<file path="src/rtl/bpr_pkg.sv">
// Shared constants, types and register codes for the bisection root finder.
// Used by bpr_cfg, bpr_horner and bisection_polynomial_root; no dependencies.
`default_nettype none

package bpr_pkg;

  localparam int unsigned FRAC_BITS = 16;
  localparam int unsigned NUM_COEF  = 6;
  localparam int unsigned MAX_STEPS = 100;
  localparam int unsigned STEP_W    = 7;
  localparam int unsigned ADDR_W    = 5;
  localparam int unsigned TOL_W     = 31;
  localparam int unsigned MAG_W     = 47;

  // Largest magnitude the Horner accumulator may hold.
  localparam logic [MAG_W-1:0] ACC_LIMIT = '1;

  // Result codes.
  localparam logic [1:0] OUT_CONV   = 2'd0;
  localparam logic [1:0] OUT_NOSIGN = 2'd1;
  localparam logic [1:0] OUT_LIMIT  = 2'd2;

  // Register indexes on the configuration port.
  localparam logic [2:0] REG_COEF_LAST = 3'd5;
  localparam logic [2:0] REG_TOL       = 3'd6;

  typedef logic [NUM_COEF-1:0][31:0] coef_arr_t;

  localparam coef_arr_t COEF_RST = {
    32'sd43123, -32'sd568852, 32'sd2726298, -32'sd5773066, 32'sd5200282, -32'sd1528955
  };
  localparam logic [TOL_W-1:0] TOL_RST = 31'd66;

  // Status of one polynomial evaluation.
  typedef struct packed {
    logic done;
    logic zero;
    logic neg;
  } sign_t;

endpackage

`default_nettype wire

</file>
<file path="src/rtl/bpr_cfg.sv">
// APB-style register file: six polynomial coefficients and the stop tolerance.
// Depends on bpr_pkg.
`default_nettype none

module bpr_cfg
  import bpr_pkg::*;
(
  input  wire logic              clk_i,
  input  wire logic              rst_ni,
  input  wire logic              psel,
  input  wire logic              penable,
  input  wire logic              pwrite,
  input  wire logic [ADDR_W-1:0] paddr,
  input  wire logic [31:0]       pwdata,
  output logic      [31:0]       prdata,
  output logic                   pready,
  output coef_arr_t              coef_o,
  output logic      [TOL_W-1:0]  tol_o
);

  coef_arr_t        coef_q;
  logic [TOL_W-1:0] tol_q;
  logic [2:0]       idx;
  logic             wr_en;

  assign idx    = paddr[ADDR_W-1:2];
  assign wr_en  = psel && penable && pwrite;
  assign pready = 1'b1;

  always_ff @(posedge clk_i or negedge rst_ni) begin
    if (!rst_ni) begin
      coef_q <= COEF_RST;
      tol_q  <= TOL_RST;
    end else if (wr_en) begin
      if (idx == REG_TOL) begin
        tol_q <= pwdata[TOL_W-1:0];
      end else if (idx <= REG_COEF_LAST) begin
        coef_q[idx] <= pwdata;
      end
    end
  end

  always_comb begin
    prdata = '0;
    if (idx == REG_TOL) begin
      prdata = {1'b0, tol_q};
    end else if (idx <= REG_COEF_LAST) begin
      prdata = coef_q[idx];
    end
  end

  assign coef_o = coef_q;
  assign tol_o  = tol_q;

endmodule

`default_nettype wire

</file>
<file path="src/rtl/bpr_horner.sv">
// Horner evaluation of the degree-five polynomial on one shared 32x32 multiplier.
// Returns only a done flag and the sign and zero flag of the saturated result. Depends on bpr_pkg.
`default_nettype none

module bpr_horner
  import bpr_pkg::*;
(
  input  wire logic             clk_i,
  input  wire logic             rst_ni,
  input  wire logic             start_i,
  input  wire logic signed [31:0] x_i,
  input  wire coef_arr_t        coef_i,
  output sign_t                 res_o
);

  localparam logic [2:0] PH_IDLE = 3'd0;
  localparam logic [2:0] PH_MUL0 = 3'd1;
  localparam logic [2:0] PH_MUL1 = 3'd2;
  localparam logic [2:0] PH_SUM  = 3'd3;
  localparam logic [2:0] PH_ADD  = 3'd4;
  localparam logic [2:0] PH_ABS  = 3'd5;

  localparam int unsigned FULL_W = MAG_W + 33;

  logic [2:0]           phase_q, phase_d;
  logic [2:0]           k_q, k_d;
  logic [31:0]          mx_q;
  logic                 xneg_q;
  logic [MAG_W-1:0]     ma_q, ma_d;
  logic                 aneg_q, aneg_d;
  logic [63:0]          p0_q;
  logic [MAG_W-1:0]     p1_q;
  logic [MAG_W-1:0]     q_q, q_d;
  logic                 qneg_q;
  logic signed [48:0]   s_q, s_d;

  logic [32:0]          x_ext, x_abs, c5_ext, c5_abs;
  logic [31:0]          mul_a;
  logic [63:0]          mul_p;
  logic [FULL_W-1:0]    full, full_sh;
  logic signed [48:0]   coef_ext;
  logic [48:0]          q_ext;
  logic [48:0]          s_abs;

  assign x_ext  = {x_i[31], x_i};
  assign x_abs  = x_i[31] ? (~x_ext + 33'd1) : x_ext;
  assign c5_ext = {coef_i[NUM_COEF-1][31], coef_i[NUM_COEF-1]};
  assign c5_abs = c5_ext[32] ? (~c5_ext + 33'd1) : c5_ext;

  // The accumulator magnitude is multiplied in two pieces: low 32 bits, then the rest.
  assign mul_a = (phase_q == PH_MUL0) ? ma_q[31:0] : {17'b0, ma_q[MAG_W-1:32]};
  assign mul_p = 64'(mul_a) * 64'(mx_q);

  assign full    = {16'b0, p0_q} + {1'b0, p1_q, 32'b0};
  assign full_sh = full >> FRAC_BITS;

  assign coef_ext = {{17{coef_i[k_q][31]}}, coef_i[k_q]};
  assign q_ext    = {2'b0, q_q};
  assign s_abs    = s_q[48] ? 49'(-s_q) : 49'(s_q);

  always_comb begin
    phase_d = phase_q;
    k_d     = k_q;
    ma_d    = ma_q;
    aneg_d  = aneg_q;
    q_d     = q_q;
    s_d     = s_q;
    unique case (phase_q)
      PH_MUL0: phase_d = PH_MUL1;
      PH_MUL1: phase_d = PH_SUM;
      PH_SUM: begin
        q_d     = (full_sh > {{(FULL_W-MAG_W){1'b0}}, ACC_LIMIT}) ? ACC_LIMIT
                                                                   : full_sh[MAG_W-1:0];
        phase_d = PH_ADD;
      end
      PH_ADD: begin
        s_d     = qneg_q ? (coef_ext - $signed(q_ext)) : (coef_ext + $signed(q_ext));
        phase_d = PH_ABS;
      end
      PH_ABS: begin
        // Clamping to the symmetric limit keeps the sign, so only the magnitude saturates.
        ma_d   = (s_abs[48:MAG_W] != '0) ? ACC_LIMIT : s_abs[MAG_W-1:0];
        aneg_d = s_q[48];
        if (k_q == '0) begin
          phase_d = PH_IDLE;
        end else begin
          k_d     = k_q - 3'd1;
          phase_d = PH_MUL0;
        end
      end
      default: phase_d = PH_IDLE;
    endcase
    if (start_i) begin
      ma_d    = {{(MAG_W-33){1'b0}}, c5_abs};
      aneg_d  = c5_ext[32];
      k_d     = 3'(NUM_COEF - 2);
      phase_d = PH_MUL0;
    end
  end

  always_ff @(posedge clk_i or negedge rst_ni) begin
    if (!rst_ni) begin
      phase_q <= PH_IDLE;
    end else begin
      phase_q <= phase_d;
    end
  end

  always_ff @(posedge clk_i) begin
    k_q    <= k_d;
    ma_q   <= ma_d;
    aneg_q <= aneg_d;
    q_q    <= q_d;
    s_q    <= s_d;
    if (start_i) begin
      mx_q   <= x_abs[31:0];
      xneg_q <= x_i[31];
    end
    if (phase_q == PH_MUL0) begin
      p0_q <= mul_p;
    end
    if (phase_q == PH_MUL1) begin
      p1_q <= mul_p[MAG_W-1:0];
    end
    if (phase_q == PH_SUM) begin
      qneg_q <= aneg_q ^ xneg_q;
    end
  end

  assign res_o.done = (phase_q == PH_ABS) && (k_q == '0);
  assign res_o.zero = (s_q == '0);
  assign res_o.neg  = s_q[48];

endmodule

`default_nettype wire

</file>
<file path="src/rtl/bisection_polynomial_root.sv">
// Top level of the bisection root finder: step sequencer, output register,
// configuration registers (bpr_cfg) and the shared Horner unit (bpr_horner).
// Depends on bpr_pkg, bpr_cfg and bpr_horner.
//
//   Channel  Signals                                     Direction  Handshake
//   input    lower_end_i, upper_end_i                    in         in_valid_i / in_stall_o
//   result   root_o, outcome_o, steps_used_o             out        out_valid_o / out_stall_i
//   config   psel, penable, pwrite, paddr, pwdata, ...   in         APB, pready always high
//
// One polynomial evaluation runs five Horner steps, each through the MUL0, MUL1, SUM, ADD
// and ABS phases on the single 32x32 multiplier. An item evaluates both ends of the interval,
// then the midpoint once per bisection step, then loads the result and returns to idle;
// in_stall_o is high until then, so a new input beat waits for the item to end.
// Reset clears the sequencer and output valid and loads the register reset values.
// A result held by out_stall_i does not block the next input beat; the block only waits
// at the end of the following item if the earlier result is still not taken.
`default_nettype none

module bisection_polynomial_root
  import bpr_pkg::*;
(
  input  wire logic                clk_i,
  input  wire logic                rst_ni,
  input  wire logic                in_valid_i,
  output logic                     in_stall_o,
  input  wire logic signed [31:0]  lower_end_i,
  input  wire logic signed [31:0]  upper_end_i,
  output logic                     out_valid_o,
  input  wire logic                out_stall_i,
  output logic signed [31:0]       root_o,
  output logic        [1:0]        outcome_o,
  output logic        [STEP_W-1:0] steps_used_o,
  input  wire logic                psel,
  input  wire logic                penable,
  input  wire logic                pwrite,
  input  wire logic   [ADDR_W-1:0] paddr,
  input  wire logic   [31:0]       pwdata,
  output logic        [31:0]       prdata,
  output logic                     pready
);

  localparam logic [2:0] S_IDLE = 3'd0;
  localparam logic [2:0] S_STA  = 3'd1;
  localparam logic [2:0] S_EVA  = 3'd2;
  localparam logic [2:0] S_EVB  = 3'd3;
  localparam logic [2:0] S_MID  = 3'd4;
  localparam logic [2:0] S_DIF  = 3'd5;
  localparam logic [2:0] S_EVC  = 3'd6;
  localparam logic [2:0] S_FIN  = 3'd7;

  coef_arr_t          coef;
  logic [TOL_W-1:0]   tol;
  sign_t              ev;
  logic               ev_start;
  logic signed [31:0] ev_x;

  logic [2:0]         state_q, state_d;
  logic signed [31:0] a_q, b_q, c_q, prevc_q;
  logic               sa_zero_q, sa_neg_q, sb_zero_q, sb_neg_q;
  logic [STEP_W-1:0]  step_q;
  logic               near_q;
  logic [1:0]         res_q;

  logic               out_valid_q;
  logic signed [31:0] root_q;
  logic [1:0]         outcome_q;
  logic [STEP_W-1:0]  steps_q;

  logic               in_acc, out_load;
  logic signed [32:0] mid_sum, diff;
  logic [32:0]        diff_abs;
  logic               cross_a, cross_b;

  bpr_cfg u_cfg (
    .clk_i   (clk_i),
    .rst_ni  (rst_ni),
    .psel    (psel),
    .penable (penable),
    .pwrite  (pwrite),
    .paddr   (paddr),
    .pwdata  (pwdata),
    .prdata  (prdata),
    .pready  (pready),
    .coef_o  (coef),
    .tol_o   (tol)
  );

  bpr_horner u_horner (
    .clk_i   (clk_i),
    .rst_ni  (rst_ni),
    .start_i (ev_start),
    .x_i     (ev_x),
    .coef_i  (coef),
    .res_o   (ev)
  );

  assign in_stall_o = (state_q != S_IDLE);
  assign in_acc     = in_valid_i && !in_stall_o;
  assign out_load   = (state_q == S_FIN) && (!out_valid_q || !out_stall_i);

  assign ev_start = (state_q == S_STA) || (state_q == S_DIF) ||
                    ((state_q == S_EVA) && ev.done);
  always_comb begin
    unique case (state_q)
      S_STA:   ev_x = a_q;
      S_EVA:   ev_x = b_q;
      default: ev_x = c_q;
    endcase
  end

  // Floor of the mean: the 33-bit sum shifted arithmetically.
  assign mid_sum  = {a_q[31], a_q} + {b_q[31], b_q};
  assign diff     = {c_q[31], c_q} - {prevc_q[31], prevc_q};
  assign diff_abs = diff[32] ? 33'(-diff) : 33'(diff);

  // A sign change needs two nonzero values of opposite sign.
  assign cross_a = !sa_zero_q && !ev.zero && (sa_neg_q != ev.neg);
  assign cross_b = !sb_zero_q && !ev.zero && (sb_neg_q != ev.neg);

  always_comb begin
    state_d = state_q;
    unique case (state_q)
      S_IDLE: if (in_acc) state_d = S_STA;
      S_STA:  state_d = S_EVA;
      S_EVA:  if (ev.done) state_d = S_EVB;
      S_EVB:  if (ev.done) state_d = S_MID;
      S_MID:  state_d = S_DIF;
      S_DIF:  state_d = S_EVC;
      S_EVC: begin
        if (ev.done) begin
          if (ev.zero || (!cross_a && !cross_b) || near_q ||
              (step_q == STEP_W'(MAX_STEPS))) begin
            state_d = S_FIN;
          end else begin
            state_d = S_MID;
          end
        end
      end
      S_FIN:  if (out_load) state_d = S_IDLE;
      default: state_d = S_IDLE;
    endcase
  end

  always_ff @(posedge clk_i or negedge rst_ni) begin
    if (!rst_ni) begin
      state_q     <= S_IDLE;
      out_valid_q <= 1'b0;
    end else begin
      state_q <= state_d;
      if (out_load) begin
        out_valid_q <= 1'b1;
      end else if (!out_stall_i) begin
        out_valid_q <= 1'b0;
      end
    end
  end

  always_ff @(posedge clk_i) begin
    if (in_acc) begin
      a_q    <= lower_end_i;
      b_q    <= upper_end_i;
      step_q <= '0;
    end
    if ((state_q == S_EVA) && ev.done) begin
      sa_zero_q <= ev.zero;
      sa_neg_q  <= ev.neg;
    end
    if ((state_q == S_EVB) && ev.done) begin
      sb_zero_q <= ev.zero;
      sb_neg_q  <= ev.neg;
    end
    if (state_q == S_MID) begin
      c_q     <= mid_sum[32:1];
      prevc_q <= c_q;
      step_q  <= step_q + STEP_W'(1);
    end
    if (state_q == S_DIF) begin
      // The first step has no earlier midpoint to compare against.
      near_q <= (step_q != STEP_W'(1)) && (diff_abs < {2'b0, tol});
    end
    if ((state_q == S_EVC) && ev.done) begin
      if (ev.zero) begin
        res_q <= OUT_CONV;
      end else if (cross_a) begin
        b_q       <= c_q;
        sb_zero_q <= ev.zero;
        sb_neg_q  <= ev.neg;
        res_q     <= near_q ? OUT_CONV : OUT_LIMIT;
      end else if (cross_b) begin
        a_q       <= c_q;
        sa_zero_q <= ev.zero;
        sa_neg_q  <= ev.neg;
        res_q     <= near_q ? OUT_CONV : OUT_LIMIT;
      end else begin
        res_q <= OUT_NOSIGN;
      end
    end
    if (out_load) begin
      root_q    <= c_q;
      outcome_q <= res_q;
      steps_q   <= step_q;
    end
  end

  assign out_valid_o  = out_valid_q;
  assign root_o       = root_q;
  assign outcome_o    = outcome_q;
  assign steps_used_o = steps_q;

  // The evaluation unit reports only while the sequencer is waiting for it.
  a_done_in_wait: assert property (@(posedge clk_i) disable iff (!rst_ni)
    ev.done |-> (state_q == S_EVA || state_q == S_EVB || state_q == S_EVC))
    else $error("evaluation finished outside a wait state");

  a_outcome_code: assert property (@(posedge clk_i) disable iff (!rst_ni)
    out_valid_o |-> (outcome_o == OUT_CONV || outcome_o == OUT_NOSIGN ||
                     outcome_o == OUT_LIMIT))
    else $error("result carries an unknown outcome code");

  a_steps_range: assert property (@(posedge clk_i) disable iff (!rst_ni)
    out_valid_o |-> (steps_used_o != '0) && (steps_used_o <= STEP_W'(MAX_STEPS)))
    else $error("step count out of range");

  a_limit_steps: assert property (@(posedge clk_i) disable iff (!rst_ni)
    (out_valid_o && outcome_o == OUT_LIMIT) |-> (steps_used_o == STEP_W'(MAX_STEPS)))
    else $error("step limit reported before the last step");

endmodule

`default_nettype wire
</file>
<file path="config.mk">
export PLATFORM = sky130hd
export DESIGN_NAME = bisection_polynomial_root
export DESIGN_NICKNAME = d
export VERILOG_FILES = /design/src/rtl/bpr_pkg.sv /design/src/rtl/bpr_cfg.sv /design/src/rtl/bpr_horner.sv /design/src/rtl/bisection_polynomial_root.sv
export SDC_FILE = /design/constraint.sdc
export NUM_CORES = 2
export LEC_CHECK = 0
export BUFFER_PORTS_ARGS = -buffer_cell sky130_fd_sc_hd__buf_2
export CAP_MARGIN = 5
export CORE_ASPECT_RATIO = 0.9
export CORE_MARGIN = 3
export CORE_UTILIZATION = 64
export DETAILED_ROUTE_END_ITERATION = 8
export PLACE_DENSITY = 0.78
export SLEW_MARGIN = 40
export SYNTH_ARGS = -nofsm -noshare
export SYNTH_HDL_FRONTEND = slang
export SYNTH_HIERARCHICAL = 1
export SYNTH_SLANG_ARGS = --single-unit
</file>
<file path="constraint.sdc">
create_clock -name clk_i -period 14.95 [get_ports clk_i]
set_clock_uncertainty 0.15 [all_clocks]
set_input_delay 2.2425 -clock clk_i [delete_from_list [all_inputs] [get_ports clk_i]]
set_output_delay 2.2425 -clock clk_i [all_outputs]
set_load 0.05 [all_outputs]
</file>
==> flow_metrics.tcl <==
set metrics [dict create \
    grt_overflow 0 \
    drtPass1Iterations 8 \
    io-pin-count 184 \
    root_buffer "clkbuf_16" \
    grt_max_degree 262 \
    startpoint_type "flip-flop" \
    clockBufferDepth 3 \
    htree_num_levels 3 \
    dieArea_um2 121000 \
    tritoncts "yes" \
    use_met2_pct 55.9 \
    die_w_um 366 \
    gr-usage-met3_pct 6.27 \
    synth_cells 7498 \
    max-slew-margin-rel_pct 29.1 \
    synth.distinct_cells 106 \
    async_flop_share_pct 33.4 \
    grt_pass1_vias 58387 \
    status "finished clean" \
    grt_usage_pct 35.1 \
    ctsHoldBuffers 0 \
    syn_to_final_growth_pct 6.64 \
    final_util_pct 68.9 \
    post_cts_buffers 0 \
    die_y_um 330 \
    max_freq_ghz 0.0949 \
    wire_per_inst_um 23.3 \
    cap_violations 0 \
    final_cell_mix "1021 x inv_1, 900 x fa_1, 720 x nand2_1, 446 x ha_1, 374 x edfxtp_1" \
    grt_pass1_wl_um 331000 \
    coreArea_um2 115000 \
    ys_warn_count 6 \
    place.gp.congestion 1.00 \
    setup_viol 0 \
    yosysSeqAreaShare_pct 25.2 \
    synth-seq-cells 689 \
    period_minus_slack_ps 10540 \
    use_met1_pct 47.3 \
    grt_antenna_before_repair 9 \
    ant_nets 0 \
    drive_gt1_share_pct 11.4 \
    io_buffer_count 180 \
    syn_avg_cell_area_um2 9.94 \
    fin_tns_setup_ps 0 \
    drv_slew 0 \
    wl_um 212000 \
    cp.arrival_ps 10750 \
    critical_path_required_ps 15170 \
    cp_max_fo 70 \
    grt_busiest_layer "met2" \
    final_common_cell "inv_1" \
    grt_setup_unrepaired "false" \
    nNetsFinal 8919 \
    hpwl_um 157000 \
    vias 57209 \
    synthFlopType "edfxtp_1" \
    synth_edf_count 374 \
    drt_iter0_drc 5848 \
    post-route-period-util_pct 70.5 \
    cts_resized 0 \
    drt-vias-per-instance 6.29 \
    worst_slew_pin_slew_ps 1050 \
    critPathCaptureType "flip-flop" \
    clk_pin_slew_ps 60 \
    synth_fp_nets 8952 \
    hold_viol_final 0 \
    worstSetupPathType "reg -> reg" \
    clock_sinks 689 \
    drc 0 \
    hp-class "reg -> reg" \
    start_util_pct 64.7 \
    rows 118 \
    syn_area_um2 74600 \
    clk_latency_ps 680 \
    cts_made_buffers 76 \
]
[final timing paths]
path | slack [ps] | end | from | cells past startpoint
min | 320 | outcome_o[1] | res_q[1] | 0
min reg2reg | 320 | outcome_o[1] | res_q[1] | 0
max in group asynchronous | 12070 | u_cfg/coef_o[182] | rst_ni | 2
min in group asynchronous | 1400 | u_cfg/coef_o[12] | rst_ni | 1
max reg2reg | 4410 | u_horner/p0_q[44] | u_horner/phase_q[0] | 26
max | 4410 | u_horner/p0_q[44] | u_horner/phase_q[0] | 26
[metrics by stage]
step                worst slack, ps  hold WS (ps)  std cells  cell area [µm²]
finish                         4410           316       9097            79500
global route                   4050           324       9095            79500
CTS                            4030           312       9086            79400
detailed placement             4060           268       8945            76800
global placement               4160           279       8943            76700
floorplan                      4490           250       7498            74600
[kinds of logic (layout without fill, tap and decap cells)]
group / Yosys count / after routing / synth area share, %
simple gates: 2106 / 2106 / 14.6
buf+inv: 1430 / 1460 / 7.35
fa+ha+maj: 1346 / 1346 / 31.7
compound gates: 1099 / 1099 / 9.59
flops: 689 / 689 / 25.2
mux: 458 / 458 / 7.26
xor+xnor: 369 / 369 / 4.35
other cells: 1 / 10 / 0.00503
[worst max-delay path: stages (launching register included)]
cell	delay [ps]
dfrtp_1	530
nor3b_2	300
buf_12	340
buf_4	570
mux2_2	400
buf_4	250
and2_1	260
fa_1	460
fa_1	520
inv_1	50
fa_1	470
fa_1	520
inv_1	50
fa_1	540
fa_1	430
fa_1	550
fa_1	450
ha_1	390
a21oi_1	320
nand2_1	80
a221o_1	370
nor4b_1	640
nor3b_1	150
or3b_2	560
a21o_1	220
a21oi_1	170
xnor2_1	390
[flip-flops by register name (all words and copies together) (netlist names), 47 cells and up]
| register | flops |
|---|---|
| u_cfg/coef_o | 192 |
| u_horner/s_q | 49 |
| u_horner/q_q | 47 |
| u_horner/p1_q | 47 |
| u_horner/p0_q | 48 |
| u_horner/ma_q | 47 |
[per-layer routing]
metal / up-vias / share of wire [%] / routed length, µm
met5: - / 0 / 0
met1: 28675 / 39 / 83300
met3: 584 / 9.8 / 20800
met2: 2957 / 46 / 97200
met4: 0 / 5.1 / 10800
li1: 24993 / - / -
[area by class of cell]
cell class	count	area [µm²]
Antenna cell	9	22.5
Clock buffer	102	2060
Clock inverter	39	539
Fill cell	8654	35800
Inverter	1023	3840
Multi-Input combinational cell	5379	50400
Sequential cell	689	18800
Tap cell	1560	1950
Timing Repair Buffer	296	1850
[Yosys cell counts (34+ instances only)]
| cell type | n | area share, % |
|---|---|---|
| nand2_1 | 723 | 3.6 |
| nand4_1 | 43 | 0.36 |
| mux2_2 | 200 | 3.0 |
| and3_1 | 345 | 2.9 |
| o21a_1 | 34 | 0.34 |
| mux2_1 | 42 | 0.63 |
| nand3_1 | 53 | 0.36 |
| clkbuf_1 | 338 | 1.7 |
| mux4_2 | 42 | 1.3 |
| nor2_1 | 233 | 1.2 |
| a22oi_1 | 73 | 0.74 |
| inv_1 | 1023 | 5.2 |
| xor2_1 | 128 | 1.5 |
| nor3_1 | 94 | 0.63 |
| o21ai_0 | 243 | 1.6 |
| nor2b_1 | 43 | 0.36 |
| edfxtp_1 | 374 | 15 |
| a21oi_1 | 301 | 2.0 |
| ha_1 | 446 | 7.5 |
| xnor2_1 | 240 | 2.8 |
| a21o_1 | 111 | 1.1 |
| nand2b_1 | 63 | 0.53 |
| dfxtp_1 | 85 | 2.3 |
| a31oi_1 | 34 | 0.29 |
| dfstp_2 | 100 | 3.5 |
| mux2i_1 | 174 | 2.3 |
| fa_1 | 900 | 24 |
| dfrtp_1 | 130 | 4.4 |
| o21bai_1 | 43 | 0.43 |
| o31ai_1 | 45 | 0.45 |
| and2_1 | 342 | 2.9 |
Power is left out: the tool's default activity adds up to more than one toggle a clock period on the data nets, which glitch-free logic cannot reach.
